--- src/design/stepper_step_pulse_generator_macros.svh ---
// Assertion helpers for the step pulse generator.
`ifndef STEPPER_STEP_PULSE_GENERATOR_MACROS_SVH
`define STEPPER_STEP_PULSE_GENERATOR_MACROS_SVH

// Consequent must hold in the same cycle as the antecedent.
`define SPG_ASSERT_IMPLIES(lbl, clk, rst, ante, cons) \
   lbl: assert property (@(posedge clk) disable iff (rst) (ante) |-> (cons)) \
      else $error("spg: implication violated");

// Condition must never be seen.
`define SPG_ASSERT_NEVER(lbl, clk, rst, cond) \
   lbl: assert property (@(posedge clk) disable iff (rst) !(cond)) \
      else $error("spg: forbidden condition seen");

`endif

--- src/design/spg_pkg.sv ---
`default_nettype none

package spg_pkg;

   localparam int SPEED_W   = 24;
   localparam int ANGLE_W   = 32;
   localparam int MSTEP_W   = 9;
   localparam int DEN_W     = SPEED_W + MSTEP_W;
   localparam int APROD_W   = ANGLE_W + MSTEP_W;
   localparam int NUM_W     = 35;
   localparam int TARGET_W  = 32;

   // angle target: angle * microstep * 5 / 2304, with 2304 = 9 * 256
   localparam int FIVE_W     = APROD_W + 3;
   localparam int PRESHIFT   = 8;
   localparam int LO_W       = 18;
   localparam int HI_W       = FIVE_W - PRESHIFT - LO_W;
   localparam int DIV9_W     = 22;
   localparam int DIV9_SHIFT = 26;
   localparam int PROD9_W    = DIV9_W + DIV9_SHIFT;

   localparam logic [NUM_W-1:0]   SPEED_NUM       = NUM_W'(64'd29491200000);
   localparam logic [PROD9_W-1:0] DIV9_MUL        = PROD9_W'(7456541);
   localparam logic [MSTEP_W-1:0] MICROSTEP_RESET = MSTEP_W'(64);

   typedef enum logic [1:0] {
      FUNC_TICK      = 2'd0,
      FUNC_RUN_CONT  = 2'd1,
      FUNC_RUN_ANGLE = 2'd2,
      FUNC_STOP      = 2'd3
   } func_type;

   typedef enum logic [2:0] {
      ST_IDLE,
      ST_TGT_HI,
      ST_TGT_LO,
      ST_PER,
      ST_PER_WAIT,
      ST_APPLY
   } ctrl_state_type;

   typedef struct packed {
      logic tick;
      logic halt;
      logic hold_rsp;
      logic capture;
      logic div_start;
      logic tgt_hi;
      logic tgt_save;
      logic apply;
      logic apply_angle;
   } spg_cmd_type;

   typedef struct packed {
      logic speed_zero;
      logic angle_zero;
      logic den_zero;
      logic div_busy;
      logic div_done;
   } spg_stat_type;

endpackage

`default_nettype wire

--- src/design/spg_div.sv ---
`default_nettype none

module spg_div
   import spg_pkg::*;
#(
   parameter int DVD_W = 44,
   parameter int DVS_W = 33
) (
   input  wire logic             clock,
   input  wire logic             reset,
   input  wire logic             start,
   input  wire logic [DVD_W-1:0] dividend,
   input  wire logic [DVS_W-1:0] divisor,
   output logic                  busy,
   output logic                  done,
   output logic [DVD_W-1:0]      quotient
);

   localparam int CNT_W = $clog2(DVD_W + 1);

   logic [DVS_W-1:0] rem_ff, rem_in;
   logic [DVD_W-1:0] quo_ff, quo_in;
   logic [DVS_W-1:0] dvs_ff, dvs_in;
   logic [CNT_W-1:0] cnt_ff, cnt_in;
   logic             busy_ff, busy_in;
   logic             done_ff, done_in;
   logic [DVS_W:0]   trial;
   logic [DVS_W:0]   diff;
   logic             ge;

   // one quotient bit a cycle, restoring
   assign trial = {rem_ff, quo_ff[DVD_W-1]};
   assign diff  = trial - {1'b0, dvs_ff};
   assign ge    = (trial >= {1'b0, dvs_ff});

   always_comb begin
      rem_in  = rem_ff;
      quo_in  = quo_ff;
      dvs_in  = dvs_ff;
      cnt_in  = cnt_ff;
      busy_in = busy_ff;
      done_in = 1'b0;
      if (start) begin
         rem_in  = '0;
         quo_in  = dividend;
         dvs_in  = divisor;
         cnt_in  = CNT_W'(DVD_W);
         busy_in = 1'b1;
      end else if (busy_ff) begin
         rem_in = ge ? diff[DVS_W-1:0] : trial[DVS_W-1:0];
         quo_in = {quo_ff[DVD_W-2:0], ge};
         cnt_in = cnt_ff - CNT_W'(1);
         if (cnt_ff == CNT_W'(1)) begin
            busy_in = 1'b0;
            done_in = 1'b1;
         end
      end
   end

   always_ff @(posedge clock) begin
      if (reset) begin
         busy_ff <= 1'b0;
         done_ff <= 1'b0;
      end else begin
         busy_ff <= busy_in;
         done_ff <= done_in;
      end
      rem_ff <= rem_in;
      quo_ff <= quo_in;
      dvs_ff <= dvs_in;
      cnt_ff <= cnt_in;
   end

   assign busy     = busy_ff;
   assign done     = done_ff;
   assign quotient = quo_ff;

endmodule

`default_nettype wire

--- src/design/spg_ctrl.sv ---
`default_nettype none

module spg_ctrl
   import spg_pkg::*;
(
   input  wire logic         clock,
   input  wire logic         reset,
   input  wire logic         req_valid,
   input  wire logic [1:0]   req_func,
   input  wire logic         rsp_ready,
   input  wire spg_stat_type stat,
   output spg_cmd_type       cmd,
   output logic              req_ready,
   output logic              rsp_valid
);

   ctrl_state_type state_ff, state_in;
   logic           rsp_valid_ff, rsp_valid_in;
   logic           angle_mode_ff, angle_mode_in;
   logic           slot_free;
   logic           accept;
   func_type       func;

   assign func      = func_type'(req_func);
   assign slot_free = !rsp_valid_ff || rsp_ready;
   assign req_ready = (state_ff == ST_IDLE) && slot_free;
   assign accept    = req_valid && req_ready;

   always_comb begin
      state_in      = state_ff;
      angle_mode_in = angle_mode_ff;
      cmd           = '0;
      unique case (state_ff)
         ST_IDLE: begin
            if (accept) begin
               unique case (func)
                  FUNC_TICK: cmd.tick = 1'b1;
                  FUNC_STOP: cmd.halt = 1'b1;
                  FUNC_RUN_CONT: begin
                     if (stat.speed_zero) begin
                        cmd.halt = 1'b1;
                     end else begin
                        cmd.capture   = 1'b1;
                        angle_mode_in = 1'b0;
                        state_in      = ST_PER;
                     end
                  end
                  FUNC_RUN_ANGLE: begin
                     if (stat.speed_zero || stat.angle_zero) begin
                        cmd.hold_rsp = 1'b1;
                     end else begin
                        cmd.capture   = 1'b1;
                        angle_mode_in = 1'b1;
                        state_in      = ST_TGT_HI;
                     end
                  end
                  default: cmd.hold_rsp = 1'b1;
               endcase
            end
         end
         ST_TGT_HI: begin
            cmd.tgt_hi = 1'b1;
            state_in   = ST_TGT_LO;
         end
         ST_TGT_LO: begin
            cmd.tgt_save = 1'b1;
            state_in     = ST_PER;
         end
         ST_PER: begin
            // zero denominator takes the longest period, no division
            if (stat.den_zero) begin
               state_in = ST_APPLY;
            end else begin
               cmd.div_start = 1'b1;
               state_in      = ST_PER_WAIT;
            end
         end
         ST_PER_WAIT: begin
            if (stat.div_done) begin
               state_in = ST_APPLY;
            end
         end
         ST_APPLY: begin
            if (slot_free) begin
               cmd.apply       = 1'b1;
               cmd.apply_angle = angle_mode_ff;
               state_in        = ST_IDLE;
            end
         end
         default: state_in = ST_IDLE;
      endcase
   end

   always_comb begin
      rsp_valid_in = rsp_valid_ff && !rsp_ready;
      if (cmd.tick || cmd.halt || cmd.hold_rsp || cmd.apply) begin
         rsp_valid_in = 1'b1;
      end
   end

   always_ff @(posedge clock) begin
      if (reset) begin
         state_ff     <= ST_IDLE;
         rsp_valid_ff <= 1'b0;
      end else begin
         state_ff     <= state_in;
         rsp_valid_ff <= rsp_valid_in;
      end
      angle_mode_ff <= angle_mode_in;
   end

   assign rsp_valid = rsp_valid_ff;

endmodule

`default_nettype wire

--- src/design/spg_dp.sv ---
`default_nettype none

module spg_dp
   import spg_pkg::*;
#(
   parameter int PERIOD_BITS = 16
) (
   input  wire logic               clock,
   input  wire logic               reset,
   input  wire logic               csr_wr_en,
   input  wire logic [MSTEP_W-1:0] csr_wr_data,
   input  wire logic [SPEED_W-1:0] req_speed,
   input  wire logic               req_direction,
   input  wire logic [ANGLE_W-1:0] req_angle,
   input  wire spg_cmd_type        cmd,
   output spg_stat_type            stat,
   output logic                    rsp_step_level,
   output logic                    rsp_dir_level,
   output logic                    rsp_enable_level,
   output logic                    rsp_running,
   output logic                    rsp_done_res
);

   localparam int PB = PERIOD_BITS;
   localparam logic [NUM_W-1:0] MAX_P = {{(NUM_W-1){1'b0}}, 1'b1} << PB;
   localparam int REM9_W = DIV9_W - LO_W;

   // divide by nine through a reciprocal, exact below 2^DIV9_W
   function automatic logic [DIV9_W-1:0] div9(input logic [DIV9_W-1:0] x);
      logic [PROD9_W-1:0] prod;
      prod = PROD9_W'(x) * DIV9_MUL;
      return prod[PROD9_W-1:DIV9_SHIFT];
   endfunction

   logic [MSTEP_W-1:0]  microstep_ff, microstep_in;
   logic [PB-1:0]       tick_ff, tick_in;
   logic [PB-1:0]       top_ff, top_in;
   logic [PB-1:0]       high_ff, high_in;
   logic [TARGET_W-1:0] target_ff, target_in;
   logic [TARGET_W-1:0] pulse_ff, pulse_in;
   logic                active_ff, active_in;
   logic                counting_ff, counting_in;
   logic                dir_ff, dir_in;
   logic                enable_ff, enable_in;
   logic [DEN_W-1:0]    den_ff;
   logic [APROD_W-1:0]  aprod_ff;
   logic                dir_cap_ff;
   logic [HI_W-1:0]     tgt_hi_ff;
   logic [LO_W-1:0]     tgt_lo_ff;
   logic [HI_W-1:0]     tgt_hq_ff;
   logic [TARGET_W-1:0] tgt_q_ff;
   logic                step_ff, step_in;
   logic                done_ff, done_in;

   logic [DEN_W-1:0]    den_prod;
   logic [APROD_W-1:0]  aprod_prod;
   logic [FIVE_W-1:0]   five_p;
   logic [DIV9_W-1:0]   hi_quo;
   logic [HI_W+2:0]     hi_nine;
   logic [HI_W+2:0]     hi_rem;
   logic [DIV9_W-1:0]   lo_num;
   logic [DIV9_W-1:0]   lo_quo;
   logic [NUM_W-1:0]    quotient;
   logic                div_busy;
   logic                div_done;
   logic [PB:0]         period;
   logic [TARGET_W-1:0] pulse_inc;

   assign den_prod   = DEN_W'(req_speed) * DEN_W'(microstep_ff);
   assign aprod_prod = APROD_W'(req_angle) * APROD_W'(microstep_ff);

   // angle target: drop the factor 256 first, then divide by nine in two
   // digits, the high one in state ST_TGT_HI and the low one in ST_TGT_LO
   assign five_p  = {1'b0, aprod_ff, 2'b00} + {3'b000, aprod_ff};
   assign hi_quo  = div9(DIV9_W'(five_p[FIVE_W-1 -: HI_W]));
   assign hi_nine = {tgt_hq_ff, 3'b000} + {3'b000, tgt_hq_ff};
   assign hi_rem  = {3'b000, tgt_hi_ff} - hi_nine;
   assign lo_num  = {hi_rem[REM9_W-1:0], tgt_lo_ff};
   assign lo_quo  = div9(lo_num);

   // period: constant / (speed * microstep)
   spg_div #(
      .DVD_W (NUM_W),
      .DVS_W (DEN_W)
   ) u_div (
      .clock    (clock),
      .reset    (reset),
      .start    (cmd.div_start),
      .dividend (SPEED_NUM),
      .divisor  (den_ff),
      .busy     (div_busy),
      .done     (div_done),
      .quotient (quotient)
   );

   assign stat.speed_zero = (req_speed == '0);
   assign stat.angle_zero = (req_angle == '0);
   assign stat.den_zero   = (den_ff == '0);
   assign stat.div_busy   = div_busy;
   assign stat.div_done   = div_done;

   // clamp the period to 2 .. 2^PB
   always_comb begin
      if (stat.den_zero || (quotient > MAX_P)) begin
         period = MAX_P[PB:0];
      end else if (quotient < NUM_W'(2)) begin
         period = (PB+1)'(2);
      end else begin
         period = quotient[PB:0];
      end
   end

   assign pulse_inc = (pulse_ff == '1) ? pulse_ff : pulse_ff + TARGET_W'(1);

   always_comb begin
      microstep_in = csr_wr_en ? csr_wr_data : microstep_ff;
      tick_in      = tick_ff;
      top_in       = top_ff;
      high_in      = high_ff;
      target_in    = target_ff;
      pulse_in     = pulse_ff;
      active_in    = active_ff;
      counting_in  = counting_ff;
      dir_in       = dir_ff;
      enable_in    = enable_ff;
      step_in      = 1'b0;
      done_in      = 1'b0;
      if (cmd.tick) begin
         if (active_ff) begin
            step_in = (tick_ff < high_ff);
            if (tick_ff >= top_ff) begin
               tick_in = '0;
               if (counting_ff && (target_ff != '0)) begin
                  pulse_in = pulse_inc;
                  if (pulse_inc >= target_ff) begin
                     active_in   = 1'b0;
                     counting_in = 1'b0;
                     done_in     = 1'b1;
                  end
               end
            end else begin
               tick_in = tick_ff + PB'(1);
            end
         end
      end else if (cmd.halt) begin
         active_in   = 1'b0;
         counting_in = 1'b0;
      end else if (cmd.apply) begin
         enable_in = 1'b1;
         dir_in    = dir_cap_ff;
         tick_in   = '0;
         top_in    = PB'(period - (PB+1)'(1));
         high_in   = period[PB:1];
         active_in = 1'b1;
         if (cmd.apply_angle) begin
            target_in   = tgt_q_ff;
            pulse_in    = '0;
            counting_in = 1'b1;
         end else begin
            target_in = '0;
         end
      end
   end

   always_ff @(posedge clock) begin
      if (reset) begin
         microstep_ff <= MICROSTEP_RESET;
         tick_ff      <= '0;
         top_ff       <= '0;
         high_ff      <= '0;
         target_ff    <= '0;
         pulse_ff     <= '0;
         active_ff    <= 1'b0;
         counting_ff  <= 1'b0;
         dir_ff       <= 1'b0;
         enable_ff    <= 1'b0;
      end else begin
         microstep_ff <= microstep_in;
         tick_ff      <= tick_in;
         top_ff       <= top_in;
         high_ff      <= high_in;
         target_ff    <= target_in;
         pulse_ff     <= pulse_in;
         active_ff    <= active_in;
         counting_ff  <= counting_in;
         dir_ff       <= dir_in;
         enable_ff    <= enable_in;
      end
      if (cmd.capture) begin
         den_ff     <= den_prod;
         aprod_ff   <= aprod_prod;
         dir_cap_ff <= req_direction;
      end
      if (cmd.tgt_hi) begin
         tgt_hi_ff <= five_p[FIVE_W-1 -: HI_W];
         tgt_lo_ff <= five_p[PRESHIFT +: LO_W];
         tgt_hq_ff <= hi_quo[HI_W-1:0];
      end
      // saturate a target that does not fit in 32 bits
      if (cmd.tgt_save) begin
         tgt_q_ff <= (tgt_hq_ff[HI_W-1:TARGET_W-LO_W] != '0) ? '1
                   : {tgt_hq_ff[TARGET_W-LO_W-1:0], lo_quo[LO_W-1:0]};
      end
      if (cmd.tick || cmd.halt || cmd.hold_rsp || cmd.apply) begin
         step_ff <= step_in;
         done_ff <= done_in;
      end
   end

   // pin levels only move when a result is loaded, so they read straight out
   assign rsp_step_level   = step_ff;
   assign rsp_done_res     = done_ff;
   assign rsp_dir_level    = dir_ff;
   assign rsp_enable_level = enable_ff;
   assign rsp_running      = active_ff;

endmodule

`default_nettype wire

--- src/design/stepper_step_pulse_generator.sv ---
// Step/direction pulse generator. Each item is a timer tick or a command and yields one
// result. Ticks, stop commands and ignored commands are handled straight from idle and can be
// accepted every cycle while results are taken. A run command goes through the
// one-bit-per-cycle period divider (35 steps), and the next item is taken only after the
// run has put out its result. A run by angle first scales the angle to a pulse target in
// the states ST_TGT_HI and ST_TGT_LO. When speed * microstep is zero the division is skipped.
// A result that waits for the receiver holds back the next item. The step period is
// 29491200000 / (speed * microstep) timer ticks, clamped to 2 .. 2^PERIOD_BITS; the step
// pin is high for the first half of each period.
`default_nettype none

`include "stepper_step_pulse_generator_macros.svh"

module stepper_step_pulse_generator
   import spg_pkg::*;
#(
   parameter int PERIOD_BITS = 16
) (
   input  wire logic               clock,
   input  wire logic               reset,
   input  wire logic               csr_wr_en,
   input  wire logic [MSTEP_W-1:0] csr_wr_data,
   input  wire logic               req_valid,
   output logic                    req_ready,
   input  wire logic [1:0]         req_func,
   input  wire logic [SPEED_W-1:0] req_speed,
   input  wire logic               req_direction,
   input  wire logic [ANGLE_W-1:0] req_angle,
   output logic                    rsp_valid,
   input  wire logic               rsp_ready,
   output logic                    rsp_step_level,
   output logic                    rsp_dir_level,
   output logic                    rsp_enable_level,
   output logic                    rsp_running,
   output logic                    rsp_done_res
);

   spg_cmd_type  cmd;
   spg_stat_type stat;

   spg_ctrl u_ctrl (
      .clock     (clock),
      .reset     (reset),
      .req_valid (req_valid),
      .req_func  (req_func),
      .rsp_ready (rsp_ready),
      .stat      (stat),
      .cmd       (cmd),
      .req_ready (req_ready),
      .rsp_valid (rsp_valid)
   );

   spg_dp #(
      .PERIOD_BITS (PERIOD_BITS)
   ) u_dp (
      .clock            (clock),
      .reset            (reset),
      .csr_wr_en        (csr_wr_en),
      .csr_wr_data      (csr_wr_data),
      .req_speed        (req_speed),
      .req_direction    (req_direction),
      .req_angle        (req_angle),
      .cmd              (cmd),
      .stat             (stat),
      .rsp_step_level   (rsp_step_level),
      .rsp_dir_level    (rsp_dir_level),
      .rsp_enable_level (rsp_enable_level),
      .rsp_running      (rsp_running),
      .rsp_done_res     (rsp_done_res)
   );

   `SPG_ASSERT_IMPLIES(a_done_stops, clock, reset, rsp_valid && rsp_done_res, !rsp_running)
   `SPG_ASSERT_IMPLIES(a_div_free, clock, reset, cmd.div_start, !stat.div_busy)
   `SPG_ASSERT_NEVER(a_enable_sticky, clock, reset, $fell(rsp_enable_level))
   `SPG_ASSERT_IMPLIES(a_stop_by_item, clock, reset, $fell(rsp_running), $past(req_valid && req_ready))

endmodule

`default_nettype wire

--- config.mk ---
export PLATFORM = sky130hd
export DESIGN_NAME = stepper_step_pulse_generator
export DESIGN_NICKNAME = d
export VERILOG_FILES = /design/src/design/spg_pkg.sv /design/src/design/spg_div.sv /design/src/design/spg_ctrl.sv /design/src/design/spg_dp.sv /design/src/design/stepper_step_pulse_generator.sv
export VERILOG_INCLUDE_DIRS = /design/src /design/src/design
export SDC_FILE = /design/constraint.sdc
export NUM_CORES = 2
export LEC_CHECK = 0
export ABC_AREA = 1
export BUFFER_PORTS_ARGS = -buffer_cell sky130_fd_sc_hd__buf_4
export CAP_MARGIN = 0
export CORE_AREA = 3 3 396 241
export DETAILED_ROUTE_END_ITERATION = 10
export DIE_AREA = 0 0 399 244
export HOLD_SLACK_MARGIN = 0.1
export PLACE_DENSITY_LB_ADDON = 0.12
export SLEW_MARGIN = 20
export SYNTH_ARGS = -nofsm -noshare
export SYNTH_HDL_FRONTEND = slang
export SYNTH_SLANG_ARGS = --single-unit
--- constraint.sdc ---
create_clock -name clock -period 9.3 [get_ports clock]
set_clock_uncertainty 0.05 [all_clocks]
set_input_delay 0 -clock clock [delete_from_list [all_inputs] [get_ports clock]]
set_output_delay 0 -clock clock [all_outputs]
set_load 0.005 [all_outputs]
==> reports/qor.yml <==
die:
  dieArea_um2: 97360
  die_w_um: 399
  fp.dieH_um: 244
  start_util_pct: 54.97
  core_um2: 91790
  ios: 80
  num_rows: 86
placement:
  gp_congestion: 0.9868
  dp_hpwl_um: 111100
  dp.cells: 7411
  portBuffers: 79
  place_area_um2: 52040
sta:
  fin_setup_tns_ps: 0
  fin_crit_sh_pct: 91.66
  fin_crit_ps: 8524
  finalSetupViolations: 0
  maxSlewHeadroom_pct: 27.27
  rsz0062_at_grt: "false"
  timing.fmax_mhz: 117.3
  final_hold_viol_count: 0
  worstMarginPinSlew_ps: 1088
  final_max_slew_viol_count: 0
detailed_routing:
  drc: 0
  drt_iter0_markers: 3669
  final_antenna_net_count: 0
  wl_um: 135500
  wl_per_cell_um: 17.98
  routed_via_density: 5.386
  drt-pass1-iter-count: 6
  vias: 40600
worst_setup_path:
  crit_type: "reg -> reg"
  cpMaxStageDelayCell: "a221oi_1"
  slowest_delay_ps: 770
  crit_path_end_kind: "flip-flop"
  cp.required_ps: 9610
  start_kind: "flip-flop"
  cpMostUsedCell: "nand2_1"
  cp-startpoint: "u_dp.aprod_ff[5]"
  cp_max_fo: 4
  r2r-start: "u_dp.aprod_ff[5]"
  arrival_ps: 8840
layout:
  nFillCells: 8493
  multiInputGateArea_um2: 35060
  areaGrowthSynthToFinish_pct: 6.758
  drive_gt1_share_pct: 5.033
  design_area_um2: 53860
  seq_area_um2: 9524
  final_core_util_pct: 58.68
  nets: 7552
  fin_cells: 7538
clock_network:
  htree_levels: 2
  cts.path.max_buffers: 3
  clkSlewWorstSetupHoldPaths_ps: 70
  clock_latency_ps: 600
  numClockSinks: 385
  cts_setup_buffers: 0
  cts_buffers: 41
  hold_buffers: 44
  post_cts_resized: 0
  tritoncts: "built"
  cts-root-buf: "clkbuf_16"
synthesis:
  synthArstFlopShare_pct: 0
  yosys_warnings: 0
  ys_ff_latch: 385
  ys_seq_area_share_pct: 18.85
  synth_ff_type: "dfxtp_1"
  syn_area_per_cell_um2: 8.057
  syn_nets: 7548
  synth-edff-count: 180
  syn_inst: 6262
  synth.distinct_cells: 75
  syn-cell-area_um2: 50450
grt:
  grt-ovfl-total: 0
  first_global_vias: 39650
  antenna_found_initial: 7
  track_usage_pct: 28.19
  grt_pass1_wl_um: 218500
  grt_max_degree: 88
status:
  status: "finished, final reports clean"
job:
  drv_cap: 0
hold_path:
  worstHoldStart: "req_func[0]"
  min_path_type: "in -> reg"
-- metal layers --
layer	up-vias	wire, µm	share of wire [%]	GRT usage, %
li1	19630	-	-	-
met1	19420	67660	50	45.49
met2	1428	52980	39	38.23
met3	122	12810	9.5	6.630
met4	2	2049	1.5	4.737
met5	-	7	0.0052	0
-- cell type report --
| cell class | count | area share [%] |
|---|---|---|
| clock inverter | 23 | 0.3996 |
| clock buffer | 53 | 2.130 |
| multi-input combinational | 4320 | 65.09 |
| sequential | 385 | 17.68 |
| inverter | 1372 | 9.566 |
| tap | 1232 | 2.862 |
| timing repair buffer | 146 | 2.239 |
| antenna | 7 | 0.03252 |
-- flip-flops by register name, indices dropped and copies added, names as in the netlist, 3 cells and up --
signal	flops
u_dp.tgt_q_ff	32
u_dp.aprod_ff	41
u_dp.top_ff	16
u_dp.microstep_ff	9
u_dp.high_ff	16
u_dp.u_div.cnt_ff	6
u_dp.tgt_hi_ff	4
u_ctrl.state_ff	3
u_dp.tgt_lo_ff	18
u_dp.u_div.rem_ff	33
u_dp.den_ff	33
u_dp.u_div.quotient	35
u_dp.target_ff	32
u_dp.pulse_ff	32
u_dp.tick_ff	16
u_dp.u_div.dvs_ff	33
u_dp.tgt_hq_ff	15
-- layout by cell type, fill, tap and decap left out, drive strengths merged, types with 5 or more instances in the layout --
master and instances:
diode 7, fa 622, or2 21, dfxtp 205, o2111ai 9, xnor2 79, nor4 50, xor2 111
nor2 433, a211oi 16, o21ai 211, nor3 61, a21o 28, inv 1378, clkinv 14, edfxtp 180
o221ai 6, nand2 1299, nand4 76, a21oi 439, o211ai 25, buf 102, nand3 118, ha 591
a221oi 5, clkbuf 53, a31oi 39, o21a 21, a21boi 11, o21bai 18, dlygate4sd3 44
-- critical path, delay by kind of cell, from the launching register on --
kind | cells | cell delay (ps)
flip-flops | 1 | 410
XOR/XNOR | 1 | 200
buffers and inverters | 3 | 210
AO/OA/AOI/OAI | 8 | 2020
adder cells (fa/ha/maj) | 8 | 3720
AND/OR/NAND/NOR | 14 | 1620
-- Yosys cell counts (3+ instances only) --
| master | number | area share [%] |
|---|---|---|
| o21bai_1 | 17 | 0.25 |
| o2111ai_1 | 9 | 0.16 |
| nand2_2 | 27 | 0.33 |
| nor3b_1 | 3 | 0.045 |
| nor2_4 | 8 | 0.18 |
| a211oi_1 | 15 | 0.22 |
| a221oi_1 | 5 | 0.087 |
| a31oi_1 | 39 | 0.48 |
| o21ai_2 | 10 | 0.17 |
| o21ai_0 | 174 | 1.7 |
| a21oi_1 | 433 | 4.3 |
| a21oi_2 | 5 | 0.087 |
| o211ai_1 | 23 | 0.34 |
| o221ai_1 | 6 | 0.10 |
| a21boi_0 | 10 | 0.15 |
| fa_1 | 622 | 25 |
| nand4_1 | 75 | 0.93 |
| o21a_1 | 21 | 0.31 |
| buf_2 | 9 | 0.089 |
| nor4_1 | 48 | 0.60 |
| a21o_1 | 28 | 0.42 |
| inv_1 | 1354 | 10 |
| nand3_1 | 114 | 1.1 |
| nand3_2 | 4 | 0.079 |
| nor2_2 | 18 | 0.22 |
| nand2_4 | 3 | 0.067 |
| buf_4 | 3 | 0.045 |
| buf_1 | 50 | 0.37 |
| nor3_1 | 59 | 0.59 |
| o31ai_1 | 3 | 0.045 |
| buf_6 | 5 | 0.11 |
| dfxtp_1 | 205 | 8.1 |
| or2_2 | 21 | 0.26 |
| nand2_1 | 1269 | 9.4 |
| ha_1 | 591 | 15 |
| nor2_1 | 407 | 3.0 |
| nand3b_1 | 3 | 0.045 |
| xor2_1 | 110 | 1.9 |
| xnor2_1 | 79 | 1.4 |
| inv_2 | 16 | 0.12 |
| clkbuf_1 | 118 | 0.88 |
| edfxtp_1 | 180 | 11 |
| o21ai_1 | 27 | 0.27 |
-- stage by stage --
step,setup slack (ps),hold slack [ps]
2_1_floorplan,2000,48.87
3_3_place_gp,1125,140.5
3_5_place_dp,888.5,149.6
4_1_cts,893.0,131.8
5_1_grt,254.0,161.8
6_report,776.0,149.8
-- cell families after synthesis --
family                     count (synthesis)  synth area share, %
and+or+nand+nor                         2073                17.24
AOI/OAI and AO/OA                        843                9.531
buffers and inverters                   1557                11.71
muxes                                      1              0.01984
adders and majority gates               1213                39.34
xor gates and xnor gates                 190                3.313
DFF                                      385                18.85
-- final timing paths --
path,end,slack [ps],cells after the start
worst min register to register,u_dp.u_div.dvs_ff[28],400,0
worst min-delay path,u_dp.rsp_done_res,150,5
worst max-delay path,u_dp.tgt_hq_ff[13],780,34
worst max register to register,u_dp.tgt_hq_ff[13],780,34
Power is left out: the tool's default activity adds up to more than one toggle a clock period on the data nets, which glitch-free logic cannot reach.
